## config.mk

```make
export PLATFORM = sky130hd
export DESIGN_NAME = sprite_frame_sequencer_core
export DESIGN_NICKNAME = d
export VERILOG_FILES = /design/src/rtl/core/sfs_pkg.sv /design/src/rtl/core/sfs_div.sv /design/src/rtl/core/sprite_frame_sequencer_core.sv
export VERILOG_INCLUDE_DIRS = /design/src /design/src/rtl/core
export SDC_FILE = /design/constraint.sdc
export NUM_CORES = 1
export LEC_CHECK = 0
export ABC_CLOCK_PERIOD_IN_PS = 5050
export BUFFER_PORTS_ARGS = -buffer_cell sky130_fd_sc_hd__clkbuf_2
export CAP_MARGIN = 25
export CORE_MARGIN = 3
export CORE_UTILIZATION = 40
export DETAILED_ROUTE_END_ITERATION = 16
export GPL_TIMING_DRIVEN = 1
export SYNTH_ARGS = -nofsm -noshare
export SYNTH_HDL_FRONTEND = slang
export SYNTH_HIERARCHICAL = 1
export SYNTH_SLANG_ARGS = --single-unit
```

## constraint.sdc

```tcl
create_clock -name i_clk -period 5.05 [get_ports i_clk]
set_clock_uncertainty 0.2 [all_clocks]
set_input_delay 0.505 -clock i_clk [delete_from_list [all_inputs] [get_ports i_clk]]
set_output_delay 0.505 -clock i_clk [all_outputs]
set_load 0.02 [all_outputs]
```

## src/rtl/core/sprite_frame_sequencer_core_macros.svh

```systemverilog
// Assertion helpers for the frame sequencer core.
// Every check is clocked on i_clk and held off while i_rst_n is low.
`ifndef SPRITE_FRAME_SEQUENCER_CORE_MACROS_SVH
`define SPRITE_FRAME_SEQUENCER_CORE_MACROS_SVH

// Consequent must hold in the same cycle as the antecedent.
`define SFS_ASSERT_NOW(label, ante, cons) \
    label: assert property (@(posedge i_clk) disable iff (!i_rst_n) (ante) |-> (cons)) \
        else $error("sfs check failed");

// Consequent must hold in the cycle after the antecedent.
`define SFS_ASSERT_NEXT(label, ante, cons) \
    label: assert property (@(posedge i_clk) disable iff (!i_rst_n) (ante) |=> (cons)) \
        else $error("sfs check failed");

`endif

```

## src/rtl/core/sfs_pkg.sv

```systemverilog
package sfs_pkg;

    localparam int unsigned FrameW   = 8;
    localparam int unsigned TimeW    = 32;
    localparam int unsigned PeriodW  = 16;
    localparam int unsigned EndW     = 9;
    localparam int unsigned ColsW    = 9;
    localparam int unsigned CfgIdxW  = 3;
    localparam int unsigned CfgDataW = 16;
    localparam int unsigned DivCntW  = 6;

    // Sequence wraps modulo MaxFrames, i.e. the frame counter is FrameW bits.
    localparam int unsigned MaxFrames = 1 << FrameW;

    localparam logic [DivCntW-1:0] TimeSteps = DivCntW'(TimeW);
    localparam logic [DivCntW-1:0] TileSteps = DivCntW'(FrameW);

    localparam logic [PeriodW-1:0] PeriodReset = 16'd66;
    localparam logic [EndW-1:0]    EndReset    = 9'd255;
    localparam logic [ColsW-1:0]   ColsReset   = 9'd1;

    typedef enum logic [CfgIdxW-1:0] {
        CFG_FRAME_PERIOD  = 3'd0,
        CFG_LOOPING       = 3'd1,
        CFG_PAUSED        = 3'd2,
        CFG_START_FRAME   = 3'd3,
        CFG_END_FRAME     = 3'd4,
        CFG_SHEET_COLUMNS = 3'd5
    } t_cfg_idx;

    typedef enum logic [2:0] {
        ST_IDLE,
        ST_CHECK,
        ST_TIME_DIV,
        ST_TARGET,
        ST_TILE,
        ST_TILE_DIV,
        ST_OUT
    } t_state;

    typedef struct packed {
        logic                 start;
        logic [TimeW-1:0]     dividend;
        logic [PeriodW-1:0]   divisor;
        logic [DivCntW-1:0]   steps;
    } t_div_req;

    typedef struct packed {
        logic                 busy;
        logic                 done;
        logic [TimeW-1:0]     quotient;
        logic [PeriodW-1:0]   remainder;
    } t_div_rsp;

endpackage

```

## src/rtl/core/sfs_div.sv

```systemverilog
// Restoring divider, one quotient bit per cycle. The dividend is consumed
// from its MSB, so a short division loads its operand left-aligned.
module sfs_div
    import sfs_pkg::*;
(
    input  logic     i_clk,
    input  logic     i_rst_n,
    input  t_div_req i_req,
    output t_div_rsp o_rsp
);

    logic                r_busy;
    logic                r_done;
    logic [DivCntW-1:0]  r_cnt;
    logic [TimeW-1:0]    r_dvd;
    logic [TimeW-1:0]    r_quo;
    logic [PeriodW-1:0]  r_rem;
    logic [PeriodW-1:0]  r_dsr;

    logic [PeriodW:0]    w_shift;
    logic                w_ge;
    logic [PeriodW:0]    w_diff;

    assign w_shift = {r_rem, r_dvd[TimeW-1]};
    assign w_ge    = (w_shift >= {1'b0, r_dsr});
    assign w_diff  = w_shift - {1'b0, r_dsr};

    always_ff @(posedge i_clk) begin
        if (!i_rst_n) begin
            r_busy <= 1'b0;
            r_done <= 1'b0;
            r_cnt  <= '0;
        end else begin
            r_done <= 1'b0;
            if (i_req.start) begin
                r_busy <= 1'b1;
                r_cnt  <= i_req.steps;
            end else if (r_busy) begin
                r_cnt <= r_cnt - DivCntW'(1);
                if (r_cnt == DivCntW'(1)) begin
                    r_busy <= 1'b0;
                    r_done <= 1'b1;
                end
            end
        end
    end

    always_ff @(posedge i_clk) begin
        if (i_req.start) begin
            r_dvd <= i_req.dividend;
            r_dsr <= i_req.divisor;
            r_quo <= '0;
            r_rem <= '0;
        end else if (r_busy) begin
            r_dvd <= {r_dvd[TimeW-2:0], 1'b0};
            r_quo <= {r_quo[TimeW-2:0], w_ge};
            r_rem <= w_ge ? w_diff[PeriodW-1:0] : w_shift[PeriodW-1:0];
        end
    end

    assign o_rsp.busy      = r_busy;
    assign o_rsp.done      = r_done;
    assign o_rsp.quotient  = r_quo;
    assign o_rsp.remainder = r_rem;

endmodule

```

## src/rtl/core/sprite_frame_sequencer_core.sv

```systemverilog
// Sprite sheet frame sequencer.
// Input channel (i_valid / o_ready): one item per transfer. i_kind = 0 is a
// time tick carrying i_elapsed time units, i_kind = 1 restarts the sequence
// at the start frame. Every item gives exactly one result on the output
// channel (o_valid / i_ready): frame index, sheet column and row, and a flag
// telling whether the item set the frame.
// Flow: one item at a time; o_ready is high only while the sequencer is
// idle. An advancing tick passes ST_CHECK, ST_TIME_DIV (the shared serial
// divider divides elapsed time by the frame period), ST_TARGET, ST_TILE,
// ST_TILE_DIV (frame over sheet columns) and ST_OUT, which loads its
// result; the next input transfer comes after that load. Paused ticks,
// restarts and ticks below one period skip the time division.
// The result sits in an output register; a stalled receiver holds it there,
// and a new item may be taken meanwhile, but its result waits until the
// register is free.
// Configuration: i_cfg_we writes i_cfg_data to register i_cfg_idx;
// write only while the block is idle. Unknown indexes are dropped.
// Reset (synchronous, i_rst_n low): registers return to their defaults
// (period 66, end frame 255, one column), frame and time remainder clear.
`include "sprite_frame_sequencer_core_macros.svh"

module sprite_frame_sequencer_core
    import sfs_pkg::*;
(
    input  logic                 i_clk,
    input  logic                 i_rst_n,

    input  logic                 i_cfg_we,
    input  logic [CfgIdxW-1:0]   i_cfg_idx,
    input  logic [CfgDataW-1:0]  i_cfg_data,

    input  logic                 i_valid,
    output logic                 o_ready,
    input  logic                 i_kind,
    input  logic [PeriodW-1:0]   i_elapsed,

    output logic                 o_valid,
    input  logic                 i_ready,
    output logic [FrameW-1:0]    o_frame_index,
    output logic [FrameW-1:0]    o_tile_column,
    output logic [FrameW-1:0]    o_tile_row,
    output logic                 o_advanced
);

    // Configuration registers
    logic [PeriodW-1:0]  r_period;
    logic                r_looping;
    logic                r_paused;
    logic [FrameW-1:0]   r_start;
    logic [EndW-1:0]     r_end;
    logic [ColsW-1:0]    r_cols;

    // Sequencer state and working registers
    t_state              r_state, n_state;
    logic [TimeW-1:0]    r_tr, n_tr;
    logic [FrameW-1:0]   r_frame, n_frame;
    logic [TimeW-1:0]    r_steps, n_steps;
    logic                r_adv, n_adv;
    logic [FrameW-1:0]   r_col, n_col;
    logic [FrameW-1:0]   r_row, n_row;

    // Output register
    logic                r_o_valid;
    logic [FrameW-1:0]   r_o_frame;
    logic [FrameW-1:0]   r_o_col;
    logic [FrameW-1:0]   r_o_row;
    logic                r_o_adv;

    t_div_req            w_div_req;
    t_div_rsp            w_div_rsp;

    logic                w_in_xfer;
    logic                w_out_load;
    logic [PeriodW-1:0]  w_period_eff;
    logic [ColsW-1:0]    w_cols_eff;
    logic                w_tr_lt_period;
    logic [TimeW-1:0]    w_target;
    logic                w_target_hit;
    logic [EndW-1:0]     w_end_m1;

    // ---------------------------------------------------------------
    // Configuration writes
    // ---------------------------------------------------------------
    always_ff @(posedge i_clk) begin
        if (!i_rst_n) begin
            r_period  <= PeriodReset;
            r_looping <= 1'b0;
            r_paused  <= 1'b0;
            r_start   <= '0;
            r_end     <= EndReset;
            r_cols    <= ColsReset;
        end else if (i_cfg_we) begin
            unique case (t_cfg_idx'(i_cfg_idx))
                CFG_FRAME_PERIOD:  r_period  <= i_cfg_data[PeriodW-1:0];
                CFG_LOOPING:       r_looping <= i_cfg_data[0];
                CFG_PAUSED:        r_paused  <= i_cfg_data[0];
                CFG_START_FRAME:   r_start   <= i_cfg_data[FrameW-1:0];
                CFG_END_FRAME:     r_end     <= i_cfg_data[EndW-1:0];
                CFG_SHEET_COLUMNS: r_cols    <= i_cfg_data[ColsW-1:0];
                default: ;
            endcase
        end
    end

    // ---------------------------------------------------------------
    // Shared arithmetic
    // ---------------------------------------------------------------
    // A zero period or zero column count behaves as one.
    assign w_period_eff   = (r_period == '0) ? PeriodW'(1) : r_period;
    assign w_cols_eff     = (r_cols == '0) ? ColsW'(1) : r_cols;
    assign w_tr_lt_period = (r_tr < TimeW'(w_period_eff));

    // Target wraps at the full time width before the end compare.
    assign w_target     = TimeW'(r_frame) + r_steps;
    assign w_target_hit = (w_target >= TimeW'(r_end));
    assign w_end_m1     = r_end - EndW'(1);

    assign w_in_xfer  = i_valid && o_ready;
    assign w_out_load = (r_state == ST_OUT) && (!r_o_valid || i_ready);
    assign o_ready    = (r_state == ST_IDLE);

    sfs_div u_div (
        .i_clk   (i_clk),
        .i_rst_n (i_rst_n),
        .i_req   (w_div_req),
        .o_rsp   (w_div_rsp)
    );

    // ---------------------------------------------------------------
    // Sequencer: next state
    // ---------------------------------------------------------------
    always_comb begin
        n_state = r_state;
        unique case (r_state)
            ST_IDLE: begin
                if (w_in_xfer) begin
                    if (i_kind || r_paused) begin
                        n_state = ST_TILE;
                    end else begin
                        n_state = ST_CHECK;
                    end
                end
            end
            ST_CHECK:    n_state = w_tr_lt_period ? ST_TILE : ST_TIME_DIV;
            ST_TIME_DIV: if (w_div_rsp.done) n_state = ST_TARGET;
            ST_TARGET:   n_state = ST_TILE;
            ST_TILE:     n_state = ST_TILE_DIV;
            ST_TILE_DIV: if (w_div_rsp.done) n_state = ST_OUT;
            ST_OUT:      if (w_out_load) n_state = ST_IDLE;
            default:     n_state = ST_IDLE;
        endcase
    end

    // ---------------------------------------------------------------
    // Sequencer: datapath controls
    // ---------------------------------------------------------------
    always_comb begin
        n_tr      = r_tr;
        n_frame   = r_frame;
        n_steps   = r_steps;
        n_adv     = r_adv;
        n_col     = r_col;
        n_row     = r_row;
        w_div_req = '0;
        unique case (r_state)
            ST_IDLE: begin
                if (w_in_xfer) begin
                    if (i_kind) begin
                        // restart keeps the time remainder
                        n_frame = r_start;
                        n_adv   = 1'b1;
                    end else begin
                        n_adv = 1'b0;
                        if (!r_paused) begin
                            n_tr = r_tr + TimeW'(i_elapsed);
                        end
                    end
                end
            end
            ST_CHECK: begin
                if (!w_tr_lt_period) begin
                    w_div_req.start    = 1'b1;
                    w_div_req.dividend = r_tr;
                    w_div_req.divisor  = w_period_eff;
                    w_div_req.steps    = TimeSteps;
                end
            end
            ST_TIME_DIV: begin
                if (w_div_rsp.done) begin
                    n_tr    = TimeW'(w_div_rsp.remainder);
                    n_steps = w_div_rsp.quotient;
                end
            end
            ST_TARGET: begin
                if (w_target_hit) begin
                    n_frame = r_looping ? r_start : w_end_m1[FrameW-1:0];
                end else begin
                    n_frame = w_target[FrameW-1:0];
                end
                n_adv = 1'b1;
            end
            ST_TILE: begin
                // left-align the frame so eight steps give the whole quotient
                w_div_req.start    = 1'b1;
                w_div_req.dividend = {r_frame, {(TimeW-FrameW){1'b0}}};
                w_div_req.divisor  = PeriodW'(w_cols_eff);
                w_div_req.steps    = TileSteps;
            end
            ST_TILE_DIV: begin
                if (w_div_rsp.done) begin
                    n_col = w_div_rsp.remainder[FrameW-1:0];
                    n_row = w_div_rsp.quotient[FrameW-1:0];
                end
            end
            ST_OUT: ;
            default: ;
        endcase
    end

    always_ff @(posedge i_clk) begin
        if (!i_rst_n) begin
            r_state <= ST_IDLE;
            r_tr    <= '0;
            r_frame <= '0;
        end else begin
            r_state <= n_state;
            r_tr    <= n_tr;
            r_frame <= n_frame;
        end
    end

    always_ff @(posedge i_clk) begin
        r_steps <= n_steps;
        r_adv   <= n_adv;
        r_col   <= n_col;
        r_row   <= n_row;
    end

    // ---------------------------------------------------------------
    // Output register: load when free or being drained, else hold
    // ---------------------------------------------------------------
    always_ff @(posedge i_clk) begin
        if (!i_rst_n) begin
            r_o_valid <= 1'b0;
        end else if (w_out_load) begin
            r_o_valid <= 1'b1;
        end else if (i_ready) begin
            r_o_valid <= 1'b0;
        end
    end

    always_ff @(posedge i_clk) begin
        if (w_out_load) begin
            r_o_frame <= r_frame;
            r_o_col   <= r_col;
            r_o_row   <= r_row;
            r_o_adv   <= r_adv;
        end
    end

    assign o_valid       = r_o_valid;
    assign o_frame_index = r_o_frame;
    assign o_tile_column = r_o_col;
    assign o_tile_row    = r_o_row;
    assign o_advanced    = r_o_adv;

    // ---------------------------------------------------------------
    // Checks
    // ---------------------------------------------------------------
    // Remainder left by the time division is below the period.
    `SFS_ASSERT_NOW(a_rem_below_period, r_state == ST_TARGET,
        r_tr < TimeW'(w_period_eff))
    // Divider is free whenever a new item may arrive.
    `SFS_ASSERT_NOW(a_div_idle, r_state == ST_IDLE, !w_div_rsp.busy)
    // Column and row rebuild the frame index.
    `SFS_ASSERT_NOW(a_tile_consistent, r_o_valid,
        (17'(r_o_row) * 17'(w_cols_eff) + 17'(r_o_col)) == 17'(r_o_frame))
    // A paused tick touches neither time nor frame.
    `SFS_ASSERT_NEXT(a_paused_tick, w_in_xfer && !i_kind && r_paused,
        $stable(r_tr) && $stable(r_frame))

endmodule
```

# --- Yosys cells after proc, flatten, opt, wreduce, memory -nomap -nowiden ---
# Index checks and enable logic that the tools add are counted.
word_totals:
  romBits: 0
  ramBits: 0
  reg_bits: 266
  latch_bits: 0
  memories: 0
  input_bits: 41
op_classes:
  n_mux: 35
  mul: 0
  div: 0
  n_addsub: 5
  n_bitwise: 2
  n_reduce_logical: 26
  order_cmp: 3
  n_shift: 0
  eq_ne: 19
ops:
  columns: ["operator", "n"]
  rows:
  - ["two-way mux 32 bit", 6]
  - ["one-hot mux 55 bit (2 select lines)", 1]
  - ["one-hot mux 32 bit (2 select lines)", 1]
  - ["two-way mux 55 bit", 1]
  - ["adder 32 x 16 -> 32 bit", 1]
  - ["adder 8 x 32 -> 32 bit", 1]
  - ["greater-or-equal comparator 32 x 9 -> 1 bit", 1]
  - ["less-than comparator 32 x 16 -> 1 bit", 1]
  - ["two-way mux 16 bit", 2]
  - ["two-way mux 8 bit", 4]
  - ["one-hot mux 3 bit (7 select lines)", 1]
  - ["two-way mux 3 bit", 6]
  - ["AND reduction 2 bit", 9]
  - ["greater-or-equal comparator 17 x 16 -> 1 bit", 1]
  - ["logical NOT 16 bit", 1]
  - ["one-hot mux 8 bit (2 select lines)", 1]
  - ["subtractor 16 bit", 1]
  - ["== test 3 bit (second input constant)", 5]
  - ["== test 3 x 2 -> 1 bit (second input constant)", 4]
  - ["two-way mux 6 bit", 2]
  - ["logical NOT 9 bit", 1]
  - ["two-way mux 9 bit", 1]
  - ["two-way mux 1 bit", 8]
  - ["!= test 2 x 1 -> 1 bit (second input constant)", 4]
  - ["other kinds (16)", 26]

# --- Depth between registers and ports, before layout ---
# Gate-level depths: netlist of the first run.
logic_depth:
  depth_word: 6
  mapped_depth: 17
  depth_no_buf: 17

# --- By module ---
# Netlist of the first run, hierarchy kept.
modules_own_cells:
  columns: ["mod", "cells_per_inst", "area_per_inst_um2", "n_inst"]
  rows:
  - ["sprite_frame_sequencer_core", 934, 8866.0, 1]
  - ["sfs_div", 448, 4931.0, 1]

# --- Worst setup path before layout of the first run ---
# OpenSTA, ideal clock, no wires.
synth_path:
  path_type: "register -> register"
  startpoint: "register r_period[1]"
  endpoint: "register u_div.r_dvd[0] (enable)"
  path_buffers: 1
  path_stages_with_launch: 13
  path_slack_ns: 0.858
  setup_ns: 0.387
  arrival_time_ns: 3.606
  required_time_ns: 4.463
  period_less_slack_ns: 4.192
  path_cell_list: "dfxtp_1 inv_1 ha_1 a21boi_0 o21ai_0 a211o_1 a21oi_1 o31ai_1 a2111oi_0 or2_2 nor2_1 buf_4 inv_1"
synth_rtl:
  columns: ["element", "line", "text"]
  rows:
  - ["start: declaration", "sprite_frame_sequencer_core.sv:46", "logic [PeriodW-1:0] r_period;"]
  - ["start signal: assignment", "sprite_frame_sequencer_core.sv:86", "r_period <= PeriodReset;"]
  - ["start signal: assignment", "sprite_frame_sequencer_core.sv:94", "CFG_FRAME_PERIOD: r_period <= i_cfg_data[PeriodW-1:0];"]
  - ["end signal: assignment", "sfs_div.sv:50", "r_dvd <= i_req.dividend;"]
  - ["end signal: assignment", "sfs_div.sv:55", "r_dvd <= {r_dvd[TimeW-2:0], 1'b0};"]
  - ["end: declaration", "sfs_div.sv:15", "logic [TimeW-1:0] r_dvd;"]

# --- Final worst setup path of the first run ---
layout_path:
  startpoint: "register r_steps[1]"
  endpoint: "register r_frame[2]"
layout_via:
  elab_chain_cells: 4
layout_rtl:
  columns: ["element", "line", "text"]
  rows:
  - ["start: declaration", "sprite_frame_sequencer_core.sv:57", "logic [TimeW-1:0] r_steps, n_steps;"]
  - ["start signal: assignment", "sprite_frame_sequencer_core.sv:233", "r_steps <= n_steps;"]
  - ["adder 8 x 32 -> 32 bit (*)", "sprite_frame_sequencer_core.sv:114", "assign w_target = TimeW'(r_frame) + r_steps;"]
  - ["greater-or-equal comparator 32 x 9 -> 1 bit", "sprite_frame_sequencer_core.sv:115", "assign w_target_hit = (w_target >= TimeW'(r_end));"]
  - ["two-way mux 8 bit (*)", "sprite_frame_sequencer_core.sv:195", "if (w_target_hit) begin"]
  - ["one-hot mux 8 bit (2 select lines) (*)", "sprite_frame_sequencer_core.sv:165", "unique case (r_state)"]
  - ["end signal: assignment", "sprite_frame_sequencer_core.sv:228", "r_frame <= n_frame;"]
  - ["end: declaration", "sprite_frame_sequencer_core.sv:56", "logic [FrameW-1:0] r_frame, n_frame;"]
# Every way passes the cells marked *; elsewhere a longest branch is shown, timed or not.
# A chain may end at the register's enable or synchronous reset.

==> impl_results.md, run 1 <==
* Initial antenna violation count at 0
* CP Class: reg2reg
* DP Area at about 0.015 mm^2
* CP endpoint kind: register
* Vias/cell at 5.36
* Hold_ws at between 0.07 and 0.08 ns
* Die Y at between 150 and 200 um
* FP Rows at 67
* Tot Pwr at 6.69 mW
* Worst endpoint required time at between 5 and 6 ns
* DPL Wire Length at roughly 25 mm
* Most frequent cells in the layout: 154 x nand2_1, 143 x dfxtp_1, 122 x edfxtp_1, 112 x nor2_1
* Clock Sinks at approximately 270
* Syn_area_per_cell at between 9 and 10 um^2
* Area grow syn2layout at 13.8%
* Util after Layout at a little under half
* # fillers at about 3200
* CTS Buffer Depth at 3
* Clk Latency, worst-skew pair at 0.54 ns
* Worst Setup Start Kind: register
* WL per Instance at ~18 um
* Clk slew on worst S/H paths at around 0.060 ns
* Antenna fix cells at 0
* Outcome: finished clean
* Gate count after technology mapping at between 1000 and 1500
* Pre-antenna DRT Iters at 5
* Crit path cell chain: ha_1 -> a21oi_1 -> o22ai_1 -> o21ai_0 -> nand2b_1 -> a21oi_1 -> xnor2_1 -> ha_1 -> a21oi_1 -> o21ai_0 -> a21oi_1 -> nor3_1 -> a31oi_1 -> nand4_1 -> nor4_4 -> mux2i_1 -> a211oi_1
* Worst EP arrival at 4.50 ns
* Worst hold path type: in2reg
* I/O pins at between 60 and 70
* Die X at ~190 um
* Slew margin rel. at between 30% and 40%
* Final setup fails at 0
* Slowest cell delay on critical path at roughly 0.73 ns
* Core box area at around 0.034 mm^2
* Static Leak at approximately 6.2 nW
* Final instance area at between 0.015 and 0.02 mm^2
* Max-cap viol count at 0
* TritonCTS clock tree: yes
* Setup ws final at slightly above 0.8 ns
* Post-CTS setup buffers at 0
* Synth Cell Area at roughly 0.014 mm^2
* # nets final at roughly 1600
* Bufs and invs on worst path at 0
* Yosys Warn Count at 6
* CP top delay family: compound AO/OA/AOI/OAI gates
* Setup total negative slack at 0 ns
* Max Slew Vio Count at 0
* CP max FO at 8
* H-tree Lvls at 1
* Final Hold Viols at 0
* First-pass GRT wire length at ~55 mm
* DRC viols at 0
* Gr usage total at about a fifth
* CP max stage cell: nor4_4
* Antenna-violating nets left at 0
* Starting DRT DRC Count at roughly 640
* Share of post-route cells with drive strength above 1 at a little over an eighth
* GP Congestion at a little over 0.8
* Largest net degree at the start of global routing at 55
* Crit-path most repeated cell: a21oi_1
* Port buffer count at 67
* Period utilization at a little over four fifths
* Placed Cells at about 1900
* Setup repair after global routing missed its margin: false
* Power Dens Cells at 426 mW/mm^2
* Post-route minimum period at 4.24 ns
* Post-place setup slack at just over 0.8 ns
* Number of global-route vias before repair at 9809
* Slew at the pin with the worst max-slew slack at 0.954 ns
* Starting Density at 40.8%
* Peak Freq at approximately 240 MHz
* DIE AREA at approximately 0.037 mm^2
* GRT overflow at 0
* Final Non-Filler Cells at 1916
* Drt total wl at 34.5 mm
* Root buffer cell: clkbuf_16
* Most common cell after layout, fill and taps aside: nand2_1
* CTS Buf Count at 30
* DR vias at 10300
* Maximum VDD drop at 0.291 mV
## final timing paths
| check | startpoint | end | slack (ns) | depth (start not counted) |
|---|---|---|---|---|
| max | r_steps[1] | r_frame[2] | 0.81 | 17 |
| min | i_cfg_data[8] | r_cols[8] | 0.07 | 3 |
| max reg2reg | r_steps[1] | r_frame[2] | 0.81 | 17 |
| min reg2reg | r_row[6] | o_tile_row[6] | 0.22 | 0 |
## layout make-up
type / instances / area, um^2 / share of cell area, %
tap: 448 / 561 / 3.57
clock inverter: 12 / 175 / 1.12
sequential: 266 / 6550 / 41.7
inverter: 66 / 248 / 1.58
multi-input combinational: 989 / 6740 / 42.9
clock buffer: 44 / 885 / 5.64
timing repair buffer: 91 / 537 / 3.42
## state kept, by name, summed over array words and instances (netlist names), 9 cells and up
signal       cells
r_period        16
u_div/r_dsr     16
r_steps         32
r_tr            32
r_end            9
u_div/r_dvd     32
u_div/r_quo     32
u_div/r_rem     16
r_cols           9
## what timing repair did
action | 4_1_cts | 5_1_grt
hold endpoints to repair | 7 | 0
gates resized for setup | 0 | 0
hold buffers | 7 | 0
## power breakdown
group | total [mW] | switching (mW) | leakage (nW) | internal, mW
Sequential | 2.78 | 0.217 | 2.31 | 2.56
Combinational | 1.62 | 0.956 | 3.32 | 0.667
Clock | 2.29 | 0.867 | 0.523 | 1.42
Total | 6.69 | 2.04 | 6.16 | 4.65
## routing by layer
metal | vias up | wire (um) | global-route usage (%)
met3 | 57 | 1300 | 2.54
li1 | 5138 | - | -
met5 | - | 0 | 0
met1 | 4881 | 17200 | 27.8
met2 | 202 | 15100 | 29.0
met4 | 0 | 901 | 4.85
## worst min-delay path, delay by kind of cell
kind	cells	cell delay, ns
buf+inv	1	0.12
compound gates	1	0.07
simple gates	1	0.06
No activity file was read; power rests on OpenSTA's default activity.
==> inputs of run 2 (changes only) <==
--- a/config.mk
+++ b/config.mk
@@ -6,7 +6,8 @@
 export SDC_FILE = /design/constraint.sdc
 export NUM_CORES = 1
 export LEC_CHECK = 0
-export ABC_CLOCK_PERIOD_IN_PS = 5050
+export ABC_AREA = 1
+export ABC_CLOCK_PERIOD_IN_PS = 4330
 export BUFFER_PORTS_ARGS = -buffer_cell sky130_fd_sc_hd__clkbuf_2
 export CAP_MARGIN = 25
 export CORE_MARGIN = 3
==> constraint.sdc (replaced) <==
create_clock -name i_clk -period 4.33 [get_ports i_clk]
set_clock_uncertainty 0.2 [all_clocks]
set_input_delay 0.433 -clock i_clk [delete_from_list [all_inputs] [get_ports i_clk]]
set_output_delay 0.433 -clock i_clk [all_outputs]
set_load 0.02 [all_outputs]
==> run 2 against run 1 <==
  * Non-clock buffer count decreased by 5
  * Synthesized cell count rose by 41%
  * Register-to-register slack worse by 0.11 ns
  * Area after synthesis increased by 7.5%
  * Sequential power rose by 29%
  * Via count is 25% higher
  * Critical path type unchanged
  * Critical endpoint is now r_frame[7]
==> impl_results.md, run 2 <==
* Reg power frac at 35.8% (-5.8 points)
* Most frequent cells in the layout: 536 x nand2_1, 285 x inv_1, 148 x nor2_1, 144 x dfxtp_1, 122 x edfxtp_1
* Core box area at 0.0360 mm^2 (+6.6%)
* Crit path to: r_frame[7]
* CP max FO at 8 (unchanged)
* Port buffer count at 67 (unchanged)
* Number of global-route vias before repair at 12100 (+24%)
* Clock Sinks at 266 (unchanged)
* Setup total negative slack at 0 ns (unchanged)
* Maximum VDD drop at 0.392 mV (+35%)
* Worst Setup Start Kind: register
* Antenna-violating nets left at 0 (unchanged)
* Drt total wl at 42.2 mm (+22%)
* FP Rows at 69 (+3.0%)
* Root buffer cell: clkbuf_16
* Sw power at 4.03 mW (+97%)
* Static Leak at 7.44 nW (+21%)
* Post-place setup slack at 0.709 ns (-0.0956 ns)
* GP Congestion at 0.927 (+11%)
* RR Endpoint: r_frame[7]
* Vias/cell at 5.13 (-4.3%)
* Fraction of power consumed by combinational cells at 38.7% (+14 points)
* Gate count after technology mapping at 1944 (+41%)
* Worst endpoint required time at 4.55 ns (-0.76 ns)
* I/O pins at 68 (unchanged)
* Clock network power share at 25.5% (-8.7 points)
* Clk Latency, worst-skew pair at 0.54 ns (about the same)
* TritonCTS clock tree: yes
* Reg2Reg Setup Slack at 0.70 ns (-0.11 ns)
* Die Y at 198 um (+3.6%)
* Post-CTS setup buffers at 0 (unchanged)
* Largest net degree at the start of global routing at 59 (+7.3%)
* Slew margin rel. at 36.2% (-0.17 points)
* R2R cell count at 17 (unchanged)
* Final setup fails at 0 (unchanged)
* Gr usage total at 21.2% (+2.3 points)
* CP max stage cell: o41ai_1
* Setup repair after global routing missed its margin: false
* Yosys Warn Count at 6 (unchanged)
* DPL Wire Length at 32.9 mm (+32%)
* DRC viols at 0 (unchanged)
* Hold_ws at 0.0132 ns (-0.0593 ns)
* CP endpoint kind: register
* Crit path cell chain: ha_1 -> fa_1 -> nand2_1 -> nand2_1 -> nand3_1 -> nand2_1 -> xor2_1 -> ha_1 -> nand2_1 -> o41ai_1 -> nand2_1 -> nand2_1 -> nor2_2 -> nand3_4 -> nand2_1 -> nand3_1 -> a21oi_2
* Setup ws final at 0.698 ns (-0.110 ns)
* Final Hold Viols at 0 (unchanged)
* Starting Density at 41.2% (+0.35 points)
* Outcome: finished clean
* Slew at the pin with the worst max-slew slack at 0.953 ns (-0.000936 ns)
* First-pass GRT wire length at 66.2 mm (+20%)
* GRT overflow at 0 (unchanged)
* CTS Buf Count at 28 (-6.7%)
* Die X at 198 um (+3.6%)
* CP Depth at 17 (unchanged)
* Int Power at 6.04 mW (+30%)
* Initial antenna violation count at 1 (+1)
* H-tree Lvls at 1 (unchanged)
* Syn_area_per_cell at 7.62 um^2 (-24%)
* DIE AREA at 0.0394 mm^2 (+7.2%)
* CP top delay family: simple AND/OR/NAND/NOR gates
* Max Slew Vio Count at 0 (unchanged)
* Worst hold path type: in2reg
* Period utilization at 83.9% (-0.11 points)
* Pre-antenna DRT Iters at 5 (unchanged)
* CP Class: reg2reg
* Peak Freq at 275 MHz (+17%)
* Power Dens Cells at 602 mW/mm^2 (+41%)
* Synth Cell Area at 0.0148 mm^2 (+7.5%)
* Antenna fix cells at 0 (unchanged)
* Sw frac at 40.0% (+9.5 points)
* Slowest cell delay on critical path at 0.63 ns (-0.10 ns)
* Clk slew on worst S/H paths at 0.06 ns (about the same)
* WL per Instance at 16.9 um (-6.2%)
* Max-cap viol count at 0 (unchanged)
* Most common cell after layout, fill and taps aside: nand2_1
* Post-route minimum period at 3.63 ns (-0.610 ns)
* # nets final at 2127 (+37%)
* Starting DRT DRC Count at 1073 (+69%)
* CTS Buffer Depth at 3 (unchanged)
* Share of post-route cells with drive strength above 1 at 10.2% (-3.1 points)
* Worst EP arrival at 3.85 ns (-0.65 ns)
* Util after Layout at 46.4% (about the same)
* Area grow syn2layout at 12.8%
* FF-to-FF Start: r_steps[0]
* Crit-path most repeated cell: nand2_1
* Tot Pwr at 10.1 mW (+51%)
* Bufs and invs on worst path at 0 (unchanged)
* Worst Setup SP: r_steps[0]
* DR vias at 12800 (+25%)
run 2: stage by stage:
stage / std cells / cell area (um^2)
after floorplan: 1947 / 14800
after global placement: 2440 / 15600
after detailed placement: 2440 / 15600
after CTS: 2499 / 16700
after global routing: 2499 / 16700
final: 2499 / 16700
run 2: repair_timing:
action                    in CTS  in global routing
gates resized for setup        0                  0
hold buffers                   7                  0
hold endpoints to repair       7                  0
run 2: how the worst min path moves through the flow:
stage	startpoint	end	slack, ns	cells after the start
2_1_floorplan	r_adv	o_advanced	0.20	0
3_3_place_gp	r_adv	o_advanced	0.20	0
3_5_place_dp	r_row[2]	o_tile_row[2]	0.20	0
4_1_cts	i_cfg_data[3]	r_end[3]	0.003	3
5_1_grt	i_cfg_data[3]	r_end[3]	0.03	3
6_report	i_cfg_data[3]	r_end[3]	0.01	3
run 2: tightest hold or removal path, stage by stage:
cell,delay [ns]
clkbuf_2,0.15
nand2_1,0.07
o211ai_1,0.07
run 2: power groups by stage:
stage	combinational [mW]	sequential (mW)	clock [mW]
2_1_floorplan	2.94	3.48	0
3_3_place_gp	3.83	3.64	0
3_5_place_dp	3.87	3.65	0
4_1_cts	3.90	3.60	2.62
5_1_grt	4.43	3.65	2.73
6_report	3.90	3.60	2.57
run 2: final cells by class:
cell class | count | area [um^2]
Tap cell | 461 | 577
Multi-Input combinational cell | 1334 | 6960
Fill cell | 3599 | 19300
Clock inverter | 13 | 163
Sequential cell | 266 | 6550
Clock buffer | 39 | 845
Timing Repair Buffer | 86 | 495
Inverter | 300 | 1130
run 2: routing by layer:
| metal | track usage, % | vias to the layer above | share of wire [%] |
|---|---|---|---|
| li1 | - | 6491 | - |
| met1 | 30.4 | 5890 | 47 |
| met2 | 34.0 | 371 | 44 |
| met3 | 2.69 | 73 | 5.9 |
| met4 | 5.44 | 2 | 2.5 |
| met5 | 0 | - | 0.031 |
